[config.mk]
export PLATFORM = sky130hd
export DESIGN_NAME = sp2c_ctrl
export DESIGN_NICKNAME = d
export VERILOG_FILES = /design/src/rtl/core/sp2c_pkg.sv /design/src/rtl/core/sp2c_ctrl.sv
export SDC_FILE = /design/constraint.sdc
export NUM_CORES = 1
export LEC_CHECK = 0
export BUFFER_PORTS_ARGS = -buffer_cell sky130_fd_sc_hd__buf_2
export CORE_AREA = 2 2 39 41
export DETAILED_ROUTE_END_ITERATION = 8
export DIE_AREA = 0 0 41 43
export PLACE_DENSITY = 0.43
export RECOVER_POWER = 100
export SYNTH_ARGS = -nofsm -noshare
export SYNTH_HDL_FRONTEND = slang
export SYNTH_SLANG_ARGS = --single-unit
[constraint.sdc]
create_clock -name i_clk -period 2 [get_ports i_clk]
set_input_delay 0.2 -clock i_clk [delete_from_list [all_inputs] [get_ports i_clk]]
set_output_delay 0.2 -clock i_clk [all_outputs]
set_load 0.01 [all_outputs]
[src/rtl/core/sp2c_pkg.sv]
// ----------------------------------------------------------------------------
// sp2c_pkg
// Shared types and constants of the sonar polar-to-Cartesian point extractor.
// ----------------------------------------------------------------------------
package sp2c_pkg;

    // controller states
    typedef enum logic [2:0] {
        ST_IDLE,
        ST_ANG1,
        ST_ANG2,
        ST_ANG3,
        ST_ANG4,
        ST_ROT,
        ST_MUL,
        ST_OUT
    } t_state;

    // commands from controller to datapath
    typedef struct packed {
        logic load;
        logic ang1;
        logic ang2;
        logic ang3;
        logic ang4;
        logic rot;
        logic mul;
        logic out_load;
    } t_cmd;

    // status from datapath to controller
    typedef struct packed {
        logic keep;
        logic rot_last;
        logic out_free;
    } t_status;

    // stream widths
    localparam int IN_W   = 32;
    localparam int OUT_W  = 104;

    // configuration port
    localparam int CFG_IDX_W  = 3;
    localparam int CFG_DATA_W = 24;

    localparam logic [CFG_IDX_W-1:0] CFG_MIN_INTENSITY    = 3'd0;
    localparam logic [CFG_IDX_W-1:0] CFG_RANGE_STRIDE     = 3'd1;
    localparam logic [CFG_IDX_W-1:0] CFG_BEAM_STRIDE      = 3'd2;
    localparam logic [CFG_IDX_W-1:0] CFG_BEAM_COUNT       = 3'd3;
    localparam logic [CFG_IDX_W-1:0] CFG_RANGE_RESOLUTION = 3'd4;
    localparam logic [CFG_IDX_W-1:0] CFG_SAMPLE_MODE      = 3'd5;

    // sample modes
    localparam logic [1:0] MODE_8BIT  = 2'd0;
    localparam logic [1:0] MODE_16BIT = 2'd1;

    // register reset values
    localparam logic [15:0] RST_MIN_INTENSITY    = 16'd32;
    localparam logic [7:0]  RST_RANGE_STRIDE     = 8'd4;
    localparam logic [7:0]  RST_BEAM_STRIDE      = 8'd2;
    localparam logic [10:0] RST_BEAM_COUNT       = 11'd256;
    localparam logic [23:0] RST_RANGE_RESOLUTION = 24'd10486;
    localparam logic [1:0]  RST_SAMPLE_MODE      = MODE_8BIT;

    // centidegrees to 2^-32 turn: round(mag * 2^32 / 36000)
    // = mag * C + floor((mag * R + RND) / DIV), with 2^27 = C * DIV + R
    localparam int unsigned ANG_DIV   = 1125;
    localparam logic [16:0] ANG_C     = 17'((64'd1 << 27) / 64'd1125);
    localparam logic [9:0]  ANG_R     = 10'((64'd1 << 27) % 64'd1125);
    localparam logic [9:0]  ANG_RND   = 10'd562;
    localparam int          ANG_SHIFT = 35;
    localparam logic [24:0] ANG_RECIP = 25'((64'd1 << 35) / 64'd1125);

    // cordic start value, gain-corrected unit vector in signed Q4.30
    localparam logic signed [33:0] CORDIC_X0 = 34'sd652032874;

    // arctangent of 2^-i in 2^-32 turn
    function automatic logic [31:0] atan_turns(input logic [4:0] idx);
        logic [31:0] val;
        case (idx)
            5'd0:    val = 32'h20000000;
            5'd1:    val = 32'h12E4051E;
            5'd2:    val = 32'h09FB385B;
            5'd3:    val = 32'h051111D4;
            5'd4:    val = 32'h028B0D43;
            5'd5:    val = 32'h0145D7E1;
            5'd6:    val = 32'h00A2F61E;
            5'd7:    val = 32'h00517C55;
            5'd8:    val = 32'h0028BE53;
            5'd9:    val = 32'h00145F2F;
            5'd10:   val = 32'h000A2F98;
            5'd11:   val = 32'h000517CC;
            5'd12:   val = 32'h00028BE6;
            5'd13:   val = 32'h000145F3;
            5'd14:   val = 32'h0000A2FA;
            5'd15:   val = 32'h0000517D;
            5'd16:   val = 32'h000028BE;
            5'd17:   val = 32'h0000145F;
            5'd18:   val = 32'h00000A30;
            5'd19:   val = 32'h00000518;
            5'd20:   val = 32'h0000028C;
            5'd21:   val = 32'h00000146;
            5'd22:   val = 32'h000000A3;
            5'd23:   val = 32'h00000051;
            default: val = 32'h00000000;
        endcase
        return val;
    endfunction

endpackage

[src/rtl/core/sp2c_ctrl.sv]
// ----------------------------------------------------------------------------
// sp2c_ctrl
// Sequencer: takes one sample, steps the datapath through angle conversion,
// cordic rotation, scaling and output load.
// ----------------------------------------------------------------------------
module sp2c_ctrl (
    input  logic                i_clk,
    input  logic                i_rst_n,
    input  logic                i_in_valid,
    output logic                o_in_ready,
    input  sp2c_pkg::t_status   i_status,
    output sp2c_pkg::t_cmd      o_cmd
);

    sp2c_pkg::t_state r_state;
    sp2c_pkg::t_state n_state;

    // state register
    always_ff @(posedge i_clk) begin
        if (!i_rst_n) begin
            r_state <= sp2c_pkg::ST_IDLE;
        end else begin
            r_state <= n_state;
        end
    end

    // next state
    always_comb begin
        n_state = r_state;
        case (r_state)
            sp2c_pkg::ST_IDLE: begin
                if (i_in_valid && i_status.keep) begin
                    n_state = sp2c_pkg::ST_ANG1;
                end
            end
            sp2c_pkg::ST_ANG1: n_state = sp2c_pkg::ST_ANG2;
            sp2c_pkg::ST_ANG2: n_state = sp2c_pkg::ST_ANG3;
            sp2c_pkg::ST_ANG3: n_state = sp2c_pkg::ST_ANG4;
            sp2c_pkg::ST_ANG4: n_state = sp2c_pkg::ST_ROT;
            sp2c_pkg::ST_ROT: begin
                if (i_status.rot_last) begin
                    n_state = sp2c_pkg::ST_MUL;
                end
            end
            sp2c_pkg::ST_MUL: n_state = sp2c_pkg::ST_OUT;
            sp2c_pkg::ST_OUT: begin
                if (i_status.out_free) begin
                    n_state = sp2c_pkg::ST_IDLE;
                end
            end
            default: n_state = sp2c_pkg::ST_IDLE;
        endcase
    end

    // outputs
    always_comb begin
        o_cmd      = '0;
        o_in_ready = 1'b0;
        case (r_state)
            sp2c_pkg::ST_IDLE: begin
                o_in_ready = 1'b1;
                o_cmd.load = i_in_valid;
            end
            sp2c_pkg::ST_ANG1: o_cmd.ang1 = 1'b1;
            sp2c_pkg::ST_ANG2: o_cmd.ang2 = 1'b1;
            sp2c_pkg::ST_ANG3: o_cmd.ang3 = 1'b1;
            sp2c_pkg::ST_ANG4: o_cmd.ang4 = 1'b1;
            sp2c_pkg::ST_ROT:  o_cmd.rot  = 1'b1;
            sp2c_pkg::ST_MUL:  o_cmd.mul  = 1'b1;
            sp2c_pkg::ST_OUT:  o_cmd.out_load = i_status.out_free;
            default: begin
                o_cmd      = '0;
                o_in_ready = 1'b0;
            end
        endcase
    end

endmodule

# [Word level (Yosys, flattened, before mapping)]
# Index checks and enable logic that the tools add are counted.
[op_classes] n_eq_ne=10 mux=13 reduce_logical=3
[ops] operator="3-bit one-hot mux with 8 select lines" count=1
[ops] operator="3-bit == test, second input constant" count=4
[ops] operator="1-bit two-way mux" count=9
[ops] operator="3-bit two-way mux" count=3
[ops] operator="3-bit by 2-bit == test with 1-bit output, second input constant" count=2
[ops] operator="2-bit inequality test, second input constant" count=3
[ops] operator="3-bit by 1-bit == test with 1-bit output, second input constant" count=1
[ops] operator="3-bit zero test" count=1
[ops] operator="3-bit AND reduction" count=1
[ops] operator="1-bit logical AND" count=1
[totals] reg_bits=3 in_bits=6 out_inout_bits=9 word_cells=27

# [Logic depth before layout (Yosys ltp)]
# Gate-level depths: netlist of run 1.
[logic_depth] ltp_word=3 depth_mapped=4 ltp_nobuf=3

# [Worst setup path after synthesis of run 1]
# No wires, ideal clock.
[synth_timing] path_kind="register -> output" startpoint="reg r_state[2]" endpoint="out o_cmd[7] (netlist bit)" arrival_time_ps=944 required_time_ps=1800 path_slack_ps=856 path_stages_with_launch=4 path_buffers=1 path_cell_list="dfxtp_1 > buf_2 > nor3_2 > and2_1"
[synth_lines] element="from (decl)" line_no="sp2c_ctrl.sv:15" source="sp2c_pkg::t_state r_state;"
[synth_lines] element="from (signal assigned)" line_no="sp2c_ctrl.sv:21" source="r_state <= sp2c_pkg::ST_IDLE;"
[synth_lines] element="from (signal assigned)" line_no="sp2c_ctrl.sv:23" source="r_state <= n_state;"
[synth_lines] element="to (decl)" line_no="sp2c_ctrl.sv:12" source="output sp2c_pkg::t_cmd o_cmd"

==> results by group, run 1 <==
Clock network
  • Hold buffer count at CTS: 0
  • Register clock-pin slew on the reported worst setup and hold paths: 0.04 ns
  • Clock sink count: 3
  • Count of instances resized after the clock tree is built: 0
  • Total clock buffers created by CTS: 3
  • Number of levels the H-tree was split into: 1
  • TritonCTS clock tree: done
  • Post-CTS Setup Inserts: 0
  • Cell chosen for the clock root: clkbuf_4
  • Clock latency on the worst-skew pair: 0.24 ns
  • Deepest clock path buffer count: 2

Final layout
  • Biggest regs: r_state: 3 flops
  • Share of the core filled with cells: 21.9%
  • Total inserted antenna cells: 0
  • Share of layout cells above drive strength 1: 24.4%
  • Register bank with the most flops: r_state
  • Synth-to-Final Area Change: 42.4%
  • Fin nets: 52
  • Final non-filler cell total: 61
  • Number of flip-flops under the largest register name: 3

Routing
  • Routed WL per cell: 9.21 um
  • Avg Vias per Cell: 3.98
  • Number of antenna-violating nets in the routed design: 0
  • Total via count in the routed design: 243
  • WL final: 562 um
  • DRT iter0 DRCs: 0
  • Pre-antenna DRT Iters: 1
  • DRC violations left: 0

Run
  • Max-cap violation count: 0

Setup path
  • Worst Path Max Fanout: 8
  • Critical Path Start Type: flip-flop
  • RR Startpoint: r_state[2]
  • Setup Crit Path Kind: reg -> out
  • CP endpoint: o_cmd[7]
  • Worst Path Required: 1.80 ns
  • Destination of the worst register-to-register timing path: r_state[0]
  • Worst reg2reg setup slack: 1.01 ns
  • Kind of end point of the critical path: output port
  • Launch point of the worst path: r_state[0]
  • Critical path arrival: 1.28 ns
  • Worst-case reg-to-reg path depth: 2

Logic synthesis
  • Proportion of synthesized flip-flops having asynchronous set or reset: 0%
  • Post-synth net total: 35
  • Warning count from the yosys run: 0
  • Seq/Total Area, Yosys: 28.2%
  • Number of enable flip-flop cells after synthesis: 0
  • Distinct cell type count of the synthesized netlist: 18
  • Register bit total from synthesis: 3
  • Most common cell in the synthesized netlist: nor2_1
  • Average footprint of a synthesized cell: 7.33 um2
  • Gate count of the mapped netlist: 29
  • Largest cells by area after synthesis: dfxtp_1 28%, a221oi_2 7.1%, nor2_1 7.1%
  • Proportion of netlist area held by the largest area contributor: 28.2%
  • Synthesized area: 213 um2
  • Commonest register cell after synthesis: dfxtp_1
  • Most area-hungry cell type in the Yosys netlist: dfxtp_1
  • Commonest cells in the synthesized netlist: 4 x nor2_1, 3 x dfxtp_1, 3 x inv_1, 3 x nand2_1

Floorplan
  • Site row count: 14
  • Y dimension of the die: 43 um
  • Ports placed on the boundary: 15
  • Die ar.: 0.00176 mm2
  • Starting Density: 15.4%
  • Chip width: 41 um
  • Core Region: 0.00138 mm2

Timing
  • Final TNS setup: 0 ns
  • Final setup skew: 0.00415 ns
  • Count of pins over their slew limit: 0
  • Unrepaired setup endpoints after global routing: no
  • Max transition margin: 75.3%
  • Final-report hold violation count: 0
  • Max frequency: 673 MHz
  • WHS: 0.178 ns
  • Slew at the pin with the worst max-slew slack: 0.367 ns
  • Number of endpoints failing setup at the final stage: 0
  • Final worst path period share: 74.2%
  • Tmin final: 1.48 ns

Placed design
  • Final weighted congestion of routability-driven global placement: 0.669
  • Number of instances in the placed design: 57
  • Detailed Place HPWL: 429 um
  • Buffers on Ports: 14

Global routing
  • Number of antenna violations at the first check in global routing: 0
  • Vias in the first global route: 227
  • Total GRT Usage: 7.71%
  • Largest net degree at the start of global routing: 10
  • Remaining Overflow, GRT: 0
  • Global-route wire length before repair: 807 um

Power and ir drop
  • Overall power consumption: 0.256 mW
  • Leakage power figure: 0.120 nW
  • Power per cell area: 845 mW/mm2
  • Maximum VDD drop: 0.000177 V

Worst hold path
  • HP Class: in -> reg

Run status
  • Result of the run: completed
-- where the power goes --
group | internal [mW] | leakage (nW) | switching (mW) | total (mW)
sequential | 0.0677 | 0.0246 | 0.0159 | 0.0836
combinational | 0.0304 | 0.0802 | 0.0339 | 0.0643
clock | 0.0749 | 0.0150 | 0.0330 | 0.108
total | 0.173 | 0.120 | 0.0828 | 0.256
-- cell type report --
cell class              count  area (um2)
multi-input cells          21         124
flip-flops and latches      3        60.1
well taps                  16        20.0
clock buffers               4        26.3
inverters                   3        11.3
repair buffers             14        61.3
fillers                   160        1080
-- kinds of logic (layout without fill, tap and decap cells) --
group | Yosys count | in the layout | synth area share [%]
AOI/OAI and AO/OA | 6 | 6 | 23.5
buffers and inverters | 5 | 21 | 10.0
DFF | 3 | 3 | 28.2
and+or+nand+nor | 15 | 15 | 38.2
-- worst min path at each step --
| stage | cells past startpoint | slack, ns | to | start |
|---|---|---|---|---|
| after floorplan | 1 | 0.32 | r_state[1] | i_rst_n |
| after global placement | 2 | 0.43 | r_state[1] | i_rst_n |
| after detailed placement | 2 | 0.42 | r_state[1] | i_rst_n |
| after CTS | 2 | 0.17 | r_state[1] | i_rst_n |
| after global routing | 2 | 0.18 | r_state[1] | i_rst_n |
| final | 2 | 0.18 | r_state[1] | i_rst_n |
-- worst max-delay path, cell delays in order, from the launching register on --
cell and delay (ns):
dfxtp_1 0.38, nor3_1 0.38, and2_0 0.17, buf_2 0.12
-- through the flow --
step	setup slack (ns)	area, um2
global route	0.416	303
detailed placement	0.838	293
floorplan	0.856	213
global placement	0.849	293
CTS	0.582	319
finish	0.515	303
-- layer usage --
metal | wire length (um) | global-route usage (%)
met1 | 224 | 5.73
met2 | 296 | 10.9
met3 | 26 | 3.14
met4 | 15 | 12.0
met5 | 0 | 0
-- layout by cell type (no fill, tap or decap) --
master    n
a211oi_1  1
a21boi_1  1
a21oi_1   1
a221oi_2  1
and2_0    1
buf_2     7
clkbuf_1  8
clkbuf_4  3
dfxtp_1   3
inv_1     3
nand2_1   4
nand2b_1  2
nor2_1    4
nor3_1    2
nor3b_1   2
o211ai_1  1
o21a_1    1
(Power assumes the default switching activity.)
==> inputs of run 2 (changes only) <==
==> constraint.sdc (replaced) <==
create_clock -name i_clk -period 1.42 [get_ports i_clk]
set_input_delay 0.142 -clock i_clk [delete_from_list [all_inputs] [get_ports i_clk]]
set_output_delay 0.142 -clock i_clk [all_outputs]
set_load 0.01 [all_outputs]
==> results by group, run 2 (synthesis gave the netlist of run 1 again) <==
Worst hold path
  • HP Class: in -> reg (unchanged)

Power and ir drop
  • Power per cell area: 1170 mW/mm2 (was 845 mW/mm2)
  • Leakage power figure: 0.131 nW (was 0.120 nW)
  • Maximum VDD drop: 0.000252 V (was 0.000177 V)
  • Overall power consumption: 0.366 mW (was 0.256 mW)

Setup path
  • Top cell family by delay on the critical path: simple AND/OR/NAND/NOR gates (unchanged)
  • Worst-case reg-to-reg path depth: 3 (was 2)
  • Critical path arrival: 1.19 ns (was 1.28 ns)
  • Worst Path Required: 1.28 ns (was 1.80 ns)
  • CP endpoint: o_cmd[7] (unchanged)
  • Maximum single-stage delay on the critical path: 0.39 ns (was 0.38 ns)
  • Worst reg2reg setup slack: 0.41 ns (was 1.01 ns)
  • Setup Crit Path Kind: reg -> out (unchanged)
  • RR Startpoint: r_state[1] (was r_state[2])
  • Critical Path Start Type: flip-flop (unchanged)
  • Number of gates on the worst path with buffers counted: 3 (unchanged)
  • Destination of the worst register-to-register timing path: r_state[1] (was r_state[0])
  • Worst Path Max Fanout: 8 (unchanged)
  • Launch point of the worst path: r_state[0] (unchanged)
  • Kind of end point of the critical path: output port (unchanged)
  • Cells along the critical path: nor3_2, and2_1, buf_2 (was nor3_1, and2_0, buf_2)
  • Critical Path Slowest Stage Cell: dfxtp_1 (unchanged)
  • Count of buffering cells on the critical path with inverters included: 1 (unchanged)

Placed design
  • Buffers on Ports: 14 (unchanged)
  • Final weighted congestion of routability-driven global placement: 0.669 (unchanged)
  • Detailed Place HPWL: 429 um (unchanged)

Clock network
  • Clock latency on the worst-skew pair: 0.24 ns (about the same)
  • Deepest clock path buffer count: 2 (unchanged)
  • Total clock buffers created by CTS: 3 (unchanged)
  • Number of levels the H-tree was split into: 1 (unchanged)
  • Post-CTS Setup Inserts: 0 (unchanged)
  • TritonCTS clock tree: done (unchanged)
  • Hold buffer count at CTS: 0 (unchanged)
  • Clock sink count: 3 (unchanged)
  • Cell chosen for the clock root: clkbuf_4 (unchanged)
  • Register clock-pin slew on the reported worst setup and hold paths: 0.04 ns (about the same)

Final layout
  • Synth-to-Final Area Change: 47.6% (was 42.4%)
  • Commonest cells after routing, fill and taps aside: 8 x buf_2, 6 x clkbuf_1, 4 x nor2_1 (was 8 x clkbuf_1, 7 x buf_2, 4 x nor2_1, 4 x nand2_1)
  • Number of flip-flops under the largest register name: 3 (unchanged)
  • Commonest non-fill, non-tap cell in the layout: buf_2 (was clkbuf_1)
  • Biggest regs: r_state: 3 flops (unchanged)
  • Share of layout cells above drive strength 1: 35.6% (was 24.4%)
  • Filler Cells Inserted: 156 (was 160)
  • Fin nets: 52 (unchanged)
  • Total inserted antenna cells: 0 (unchanged)
  • Register bank with the most flops: r_state (unchanged)

Routing
  • Pre-antenna DRT Iters: 2 (was 1)
  • WL final: 559 um (was 562 um)
  • Routed WL per cell: 9.16 um (was 9.21 um)
  • DRT iter0 DRCs: 2 (was 0)
  • Number of antenna-violating nets in the routed design: 0 (unchanged)
  • Avg Vias per Cell: 4.03 (was 3.98)
  • DRC violations left: 0 (unchanged)
  • Total via count in the routed design: 246 (was 243)

Timing
  • Max transition margin: 78.3% (was 75.3%)
  • Tmin final: 1.34 ns
  • Max frequency: 749 MHz
  • Unrepaired setup endpoints after global routing: no (unchanged)
  • Final worst path period share: 94.1%
  • Number of endpoints failing setup at the final stage: 0 (unchanged)
  • Count of pins over their slew limit: 0 (unchanged)
  • Final setup skew: 0.00436 ns (was 0.00415 ns)
  • Slew at the pin with the worst max-slew slack: 0.325 ns (was 0.367 ns)
  • Final-report hold violation count: 0 (unchanged)
  • Final TNS setup: 0 ns (unchanged)

Global routing
  • Total GRT Usage: 7.71% (unchanged)
  • Global-route wire length before repair: 807 um (unchanged)
  • Vias in the first global route: 227 (unchanged)
  • Largest net degree at the start of global routing: 10 (unchanged)
  • Number of antenna violations at the first check in global routing: 0 (unchanged)
  • Remaining Overflow, GRT: 0 (unchanged)

Run status
  • Result of the run: completed (unchanged)

Floorplan
  • Y dimension of the die: 43 um (unchanged)
  • Core Region: 0.00138 mm2 (unchanged)
  • Die ar.: 0.00176 mm2 (unchanged)
  • Starting Density: 15.4% (unchanged)
  • Site row count: 14 (unchanged)
  • Chip width: 41 um (unchanged)
  • Ports placed on the boundary: 15 (unchanged)

Run
  • Max-cap violation count: 0 (unchanged)
==> run 2: metrics by stage <==
stage	setup WS, ns	util [%]	cells	hold slack [ns]	area (um2)
2_1_floorplan	0.334	-	29	0.260	213
3_3_place_gp	0.327	21.2	57	0.377	293
3_5_place_dp	0.316	21.2	57	0.363	293
4_1_cts	0.0600	23.1	61	0.110	319
5_1_grt	0.00522	22.7	61	0.125	314
6_report	0.0842	22.7	61	0.121	314
==> run 2: timing repair <==
item / 4_1_cts / 5_1_grt
setup endpoints to repair: 0 / 1
endpoints found under the hold margin: 0 / 0
resized for setup: 0 / 1
==> run 2: cell type report <==
class / count / area (um2) / share of cell area (%)
sequential: 3 / 61.3 / 19.5
clock buffer: 4 / 26.3 / 8.37
multi-input combinational: 21 / 131 / 41.8
inverter: 3 / 11.3 / 3.59
tap: 16 / 20.0 / 6.37
timing repair buffer: 14 / 63.8 / 20.3
==> run 2: worst reg2reg max path, delay by kind of cell, from the launching register on <==
family | cells | cell delay, ns
AO/OA/AOI/OAI | 2 | 0.22
flip-flops | 1 | 0.47
AND/OR/NAND/NOR | 1 | 0.21
==> run 2: report_power, final <==
group	internal (mW)	total, mW	switching (mW)
clock network	0.105	0.151	0.0456
registers	0.0957	0.121	0.0254
logic	0.0461	0.0938	0.0477
==> run 2: metal layers <==
layer	vias up	share of wire [%]	track usage (%)
li1	128	-	-
met1	108	39	5.73
met2	8	55	10.9
met3	2	5.4	3.14
met4	0	1.3	12.0
met5	-	0	0
==> run 2: how the worst min path moves through the flow <==
stage | depth (start not counted) | startpoint | endpoint
2_1_floorplan | 1 | i_rst_n | r_state[1]
3_3_place_gp | 2 | i_rst_n | r_state[1]
3_5_place_dp | 2 | i_rst_n | r_state[1]
4_1_cts | 2 | i_rst_n | r_state[1]
5_1_grt | 2 | i_rst_n | r_state[1]
6_report | 2 | i_rst_n | r_state[1]
==> inputs of run 3 (changes only) <==
--- a/config.mk
+++ b/config.mk
@@ -5,11 +5,13 @@
 export SDC_FILE = /design/constraint.sdc
 export NUM_CORES = 1
 export LEC_CHECK = 0
+export ABC_AREA = 1
+export ABC_CLOCK_PERIOD_IN_PS = 1420
 export BUFFER_PORTS_ARGS = -buffer_cell sky130_fd_sc_hd__buf_2
 export CORE_AREA = 2 2 39 41
 export DETAILED_ROUTE_END_ITERATION = 8
 export DIE_AREA = 0 0 41 43
-export PLACE_DENSITY = 0.43
+export PLACE_DENSITY = 0.46
 export RECOVER_POWER = 100
 export SYNTH_ARGS = -nofsm -noshare
 export SYNTH_HDL_FRONTEND = slang
==> results by group, run 3 <==
Run status
  • Result of the run: completed (unchanged)

Final layout
  • Synth-to-Final Area Change: 37.1% (was 47.6%)
  • Reg area: 61.3 um2 (unchanged)
  • Filler Cells Inserted: 165 (was 156)
  • Share of layout cells above drive strength 1: 26.8% (was 35.6%)
  • Fin nets: 63 (was 52)
  • Final instance area: 333 um2 (was 314 um2)
  • Commonest cells after routing, fill and taps aside: 8 x nor2_1, 8 x clkbuf_1, 7 x buf_2 (was 8 x buf_2, 6 x clkbuf_1, 4 x nor2_1)
  • Total area of multi-input combinational cells: 138 um2 (was 131 um2)
  • Biggest regs: r_state: 3 flops (unchanged)
  • Number of flip-flops under the largest register name: 3 (unchanged)
  • Register bank with the most flops: r_state (unchanged)
  • Share of the core filled with cells: 24.1% (was 22.7%)
  • Total inserted antenna cells: 0 (unchanged)

Setup path
  • Critical Path Slowest Stage Cell: dfxtp_1 (unchanged)
  • Critical Path Start Type: flip-flop (unchanged)
  • Maximum single-stage delay on the critical path: 0.46 ns (was 0.39 ns)
  • Top cell family by delay on the critical path: flip-flops (was simple AND/OR/NAND/NOR gates)
  • Count of buffering cells on the critical path with inverters included: 2 (was 1)
  • Worst Path Required: 1.28 ns (about the same)
  • Cells along the critical path: inv_1, nor4_1, buf_2 (was nor3_2, and2_1, buf_2)
  • Worst Path Max Fanout: 8 (unchanged)
  • Critical path arrival: 1.20 ns (was 1.19 ns)
  • Setup Crit Path Kind: reg -> out (unchanged)
  • Kind of end point of the critical path: output port (unchanged)

Logic synthesis
  • Proportion of netlist area held by the largest area contributor: 24.7% (was 28.2%)
  • Gate count of the mapped netlist: 40 (was 29)
  • Area share of and/or/nand/nor cells after synthesis: 49.5% (was 38.2%)
  • Mux contribution to synthesized area: 0% (unchanged)
  • Compound-cell area share of the yosys netlist: 7.22% (was 23.5%)
  • Warning count from the yosys run: 0 (unchanged)
  • Proportion of synthesized flip-flops having asynchronous set or reset: 0% (unchanged)
  • Synth Area in XOR/XNOR: 0% (unchanged)
  • Number of enable flip-flop cells after synthesis: 0 (unchanged)
  • Most common cell in the synthesized netlist: nor2_1 (unchanged)
  • Most area-hungry cell type in the Yosys netlist: dfxtp_1 (unchanged)
  • Register bit total from synthesis: 3 (unchanged)
  • Synthesized area: 243 um2 (was 213 um2)
  • Combinational family with the most area after synthesis: simple AND/OR/NAND/NOR gates (unchanged)
  • Adder and majority gate portion of the synthesized area: 0% (unchanged)
  • Largest cells by area after synthesis: dfxtp_1 25%, nor2_1 12%, inv_1 9.3% (was dfxtp_1 28%, a221oi_2 7.1%, nor2_1 7.1%)
  • Distinct cell type count of the synthesized netlist: 16 (was 18)
  • Post-synth net total: 46 (was 35)
  • Average footprint of a synthesized cell: 6.07 um2 (was 7.33 um2)
  • Seq/Total Area, Yosys: 24.7% (was 28.2%)
  • Commonest cells in the synthesized netlist: 8 x nor2_1, 6 x inv_1, 6 x nand2_1, 3 x dfxtp_1, 3 x nand3_1 (was 4 x nor2_1, 3 x dfxtp_1, 3 x inv_1, 3 x nand2_1)
  • Commonest register cell after synthesis: dfxtp_1 (unchanged)

Placed design
  • Detailed Place HPWL: 477 um (was 429 um)
  • Buffers on Ports: 14 (unchanged)
  • Final weighted congestion of routability-driven global placement: 0.690 (was 0.669)
  • Instance area at placement: 314 um2 (was 293 um2)
  • Worst slack at placement: 0.274 ns (was 0.316 ns)

Timing
  • Unrepaired setup endpoints after global routing: no (unchanged)
  • Number of endpoints failing setup at the final stage: 0 (unchanged)
  • Tmin final: 1.35 ns (was 1.34 ns)
  • Slew at the pin with the worst max-slew slack: 0.272 ns (was 0.325 ns)
  • Count of pins over their slew limit: 0 (unchanged)
  • Setup ws final: 0.0747 ns (was 0.0842 ns)
  • Final worst path period share: 94.7% (was 94.1%)
  • Final TNS setup: 0 ns (unchanged)
  • Final-report hold violation count: 0 (unchanged)
  • Max frequency: 743 MHz (was 749 MHz)
  • Max transition margin: 81.8% (was 78.3%)
  • Final setup skew: 0.00328 ns (was 0.00436 ns)

Global routing
  • Global-route wire length before repair: 903 um (was 807 um)
  • Total GRT Usage: 7.72% (was 7.71%)
  • Largest net degree at the start of global routing: 10 (unchanged)
  • Remaining Overflow, GRT: 0 (unchanged)
  • Number of antenna violations at the first check in global routing: 0 (unchanged)
  • Vias in the first global route: 266 (was 227)

Floorplan
  • Site row count: 14 (unchanged)
  • Starting Density: 17.5% (was 15.4%)
  • Ports placed on the boundary: 15 (unchanged)
  • Die ar.: 0.00176 mm2 (unchanged)
  • Core Region: 0.00138 mm2 (unchanged)
  • Y dimension of the die: 43 um (unchanged)
  • Chip width: 41 um (unchanged)

Clock network
  • Count of instances resized after the clock tree is built: 0 (unchanged)
  • Register clock-pin slew on the reported worst setup and hold paths: 0.04 ns (about the same)
  • Clock sink count: 3 (unchanged)
  • TritonCTS clock tree: done (unchanged)
  • Total clock buffers created by CTS: 3 (unchanged)
  • Number of levels the H-tree was split into: 1 (unchanged)
  • Deepest clock path buffer count: 2 (unchanged)
  • Clock latency on the worst-skew pair: 0.23 ns (was 0.24 ns)
  • Cell chosen for the clock root: clkbuf_4 (unchanged)
  • Post-CTS Setup Inserts: 0 (unchanged)
  • Hold buffer count at CTS: 0 (unchanged)

Routing
  • Top Metal Used: met3 (was met4)
  • M1 wire length: 245 um (was 216 um)
  • Total via count in the routed design: 275 (was 246)
  • DRC violations left: 0 (unchanged)
  • Number of antenna-violating nets in the routed design: 0 (unchanged)
  • Metal2 WL: 269 um (was 305 um)
  • Avg Vias per Cell: 3.82 (was 4.03)
  • WL final: 553 um (was 559 um)
  • Routed WL per cell: 7.68 um (was 9.16 um)
  • DRT iter0 DRCs: 0 (was 2)
  • Total length of routed met3 wires: 38 um (was 30 um)
  • Pre-antenna DRT Iters: 1 (was 2)

Power and ir drop
  • Power dissipated by switching net loads: 0.143 mW (was 0.119 mW)
  • Power per cell area: 1190 mW/mm2 (was 1170 mW/mm2)
  • Leakage power figure: 0.182 nW (was 0.131 nW)
  • Maximum VDD drop: 0.000274 V (was 0.000252 V)
  • Overall power consumption: 0.397 mW (was 0.366 mW)
  • Switching portion of total power: 35.9% (was 32.4%)
  • Logic gate share of total power: 32.6% (was 25.6%)
  • Part of the total power dissipated in the clock network: 36.5% (was 41.3%)
  • Relative contribution of sequential cells to total power: 30.9% (was 33.1%)
  • Internal power summed over all cells: 0.254 mW (was 0.247 mW)

Worst hold path
  • HP Class: in -> reg (unchanged)

Run
  • Max-cap violation count: 0 (unchanged)
[run 3: changes by cell type after synthesis, sizes merged, moves of 2 or more]
cell | before | now
nor3b | 2 | 0
nand2b | 2 | 0
nor2 | 4 | 9
inv | 3 | 7
nand3 | 0 | 4
nand2 | 4 | 6
nand4 | 0 | 2
[run 3: path summary, 6_finish.rpt]
| check | slack, ns | to | startpoint | cells past startpoint |
|---|---|---|---|---|
| setup / recovery | 0.07 | o_cmd[0] | r_state[1] | 3 |
| hold / removal | 0.16 | r_state[0] | i_rst_n | 3 |
| setup reg to reg | 0.36 | r_state[0] | r_state[1] | 5 |
| hold reg to reg | 0.63 | r_state[0] | r_state[0] | 3 |
[run 3: logic make-up (layout without fill, tap and decap cells)]
| logic type | count (synthesis) | after routing |
|---|---|---|
| and+or+nand+nor | 25 | 25 |
| buffers and inverters | 9 | 25 |
| DFF | 3 | 3 |
| AOI/OAI and AO/OA | 3 | 3 |
[run 3: tightest hold or removal path, stage by stage]
cell	delay, ns
buf_2	0.11
inv_1	0.06
nor2_1	0.04
[run 3: routing by layer]
layer / track usage, % / vias up
met5: 0 / -
met4: 8.00 / 0
met3: 1.57 / 0
met2: 12.2 / 9
met1: 7.37 / 106
li1: - / 160
[run 3: power by group through the flow]
stage	clock (mW)	combinational (mW)	sequential, mW
2_1_floorplan	0	0.127	0.102
3_3_place_gp	0	0.139	0.122
3_5_place_dp	0	0.138	0.122
4_1_cts	0.151	0.138	0.121
5_1_grt	0.153	0.152	0.126
6_report	0.145	0.129	0.122
[run 3: per-stage QoR]
step / instances / hold slack [ns]
floorplan: 40 / 0.277
global placement: 68 / 0.407
detailed placement: 68 / 0.407
CTS: 72 / 0.165
global route: 72 / 0.179
finish: 72 / 0.163
[run 3: cell type report]
type                    count  area share [%]
multi-input cells          28            41.4
clock buffers               4            7.89
inverters                   7            7.89
flip-flops and latches      3            18.4
well taps                  16            6.02
repair buffers             14            18.4
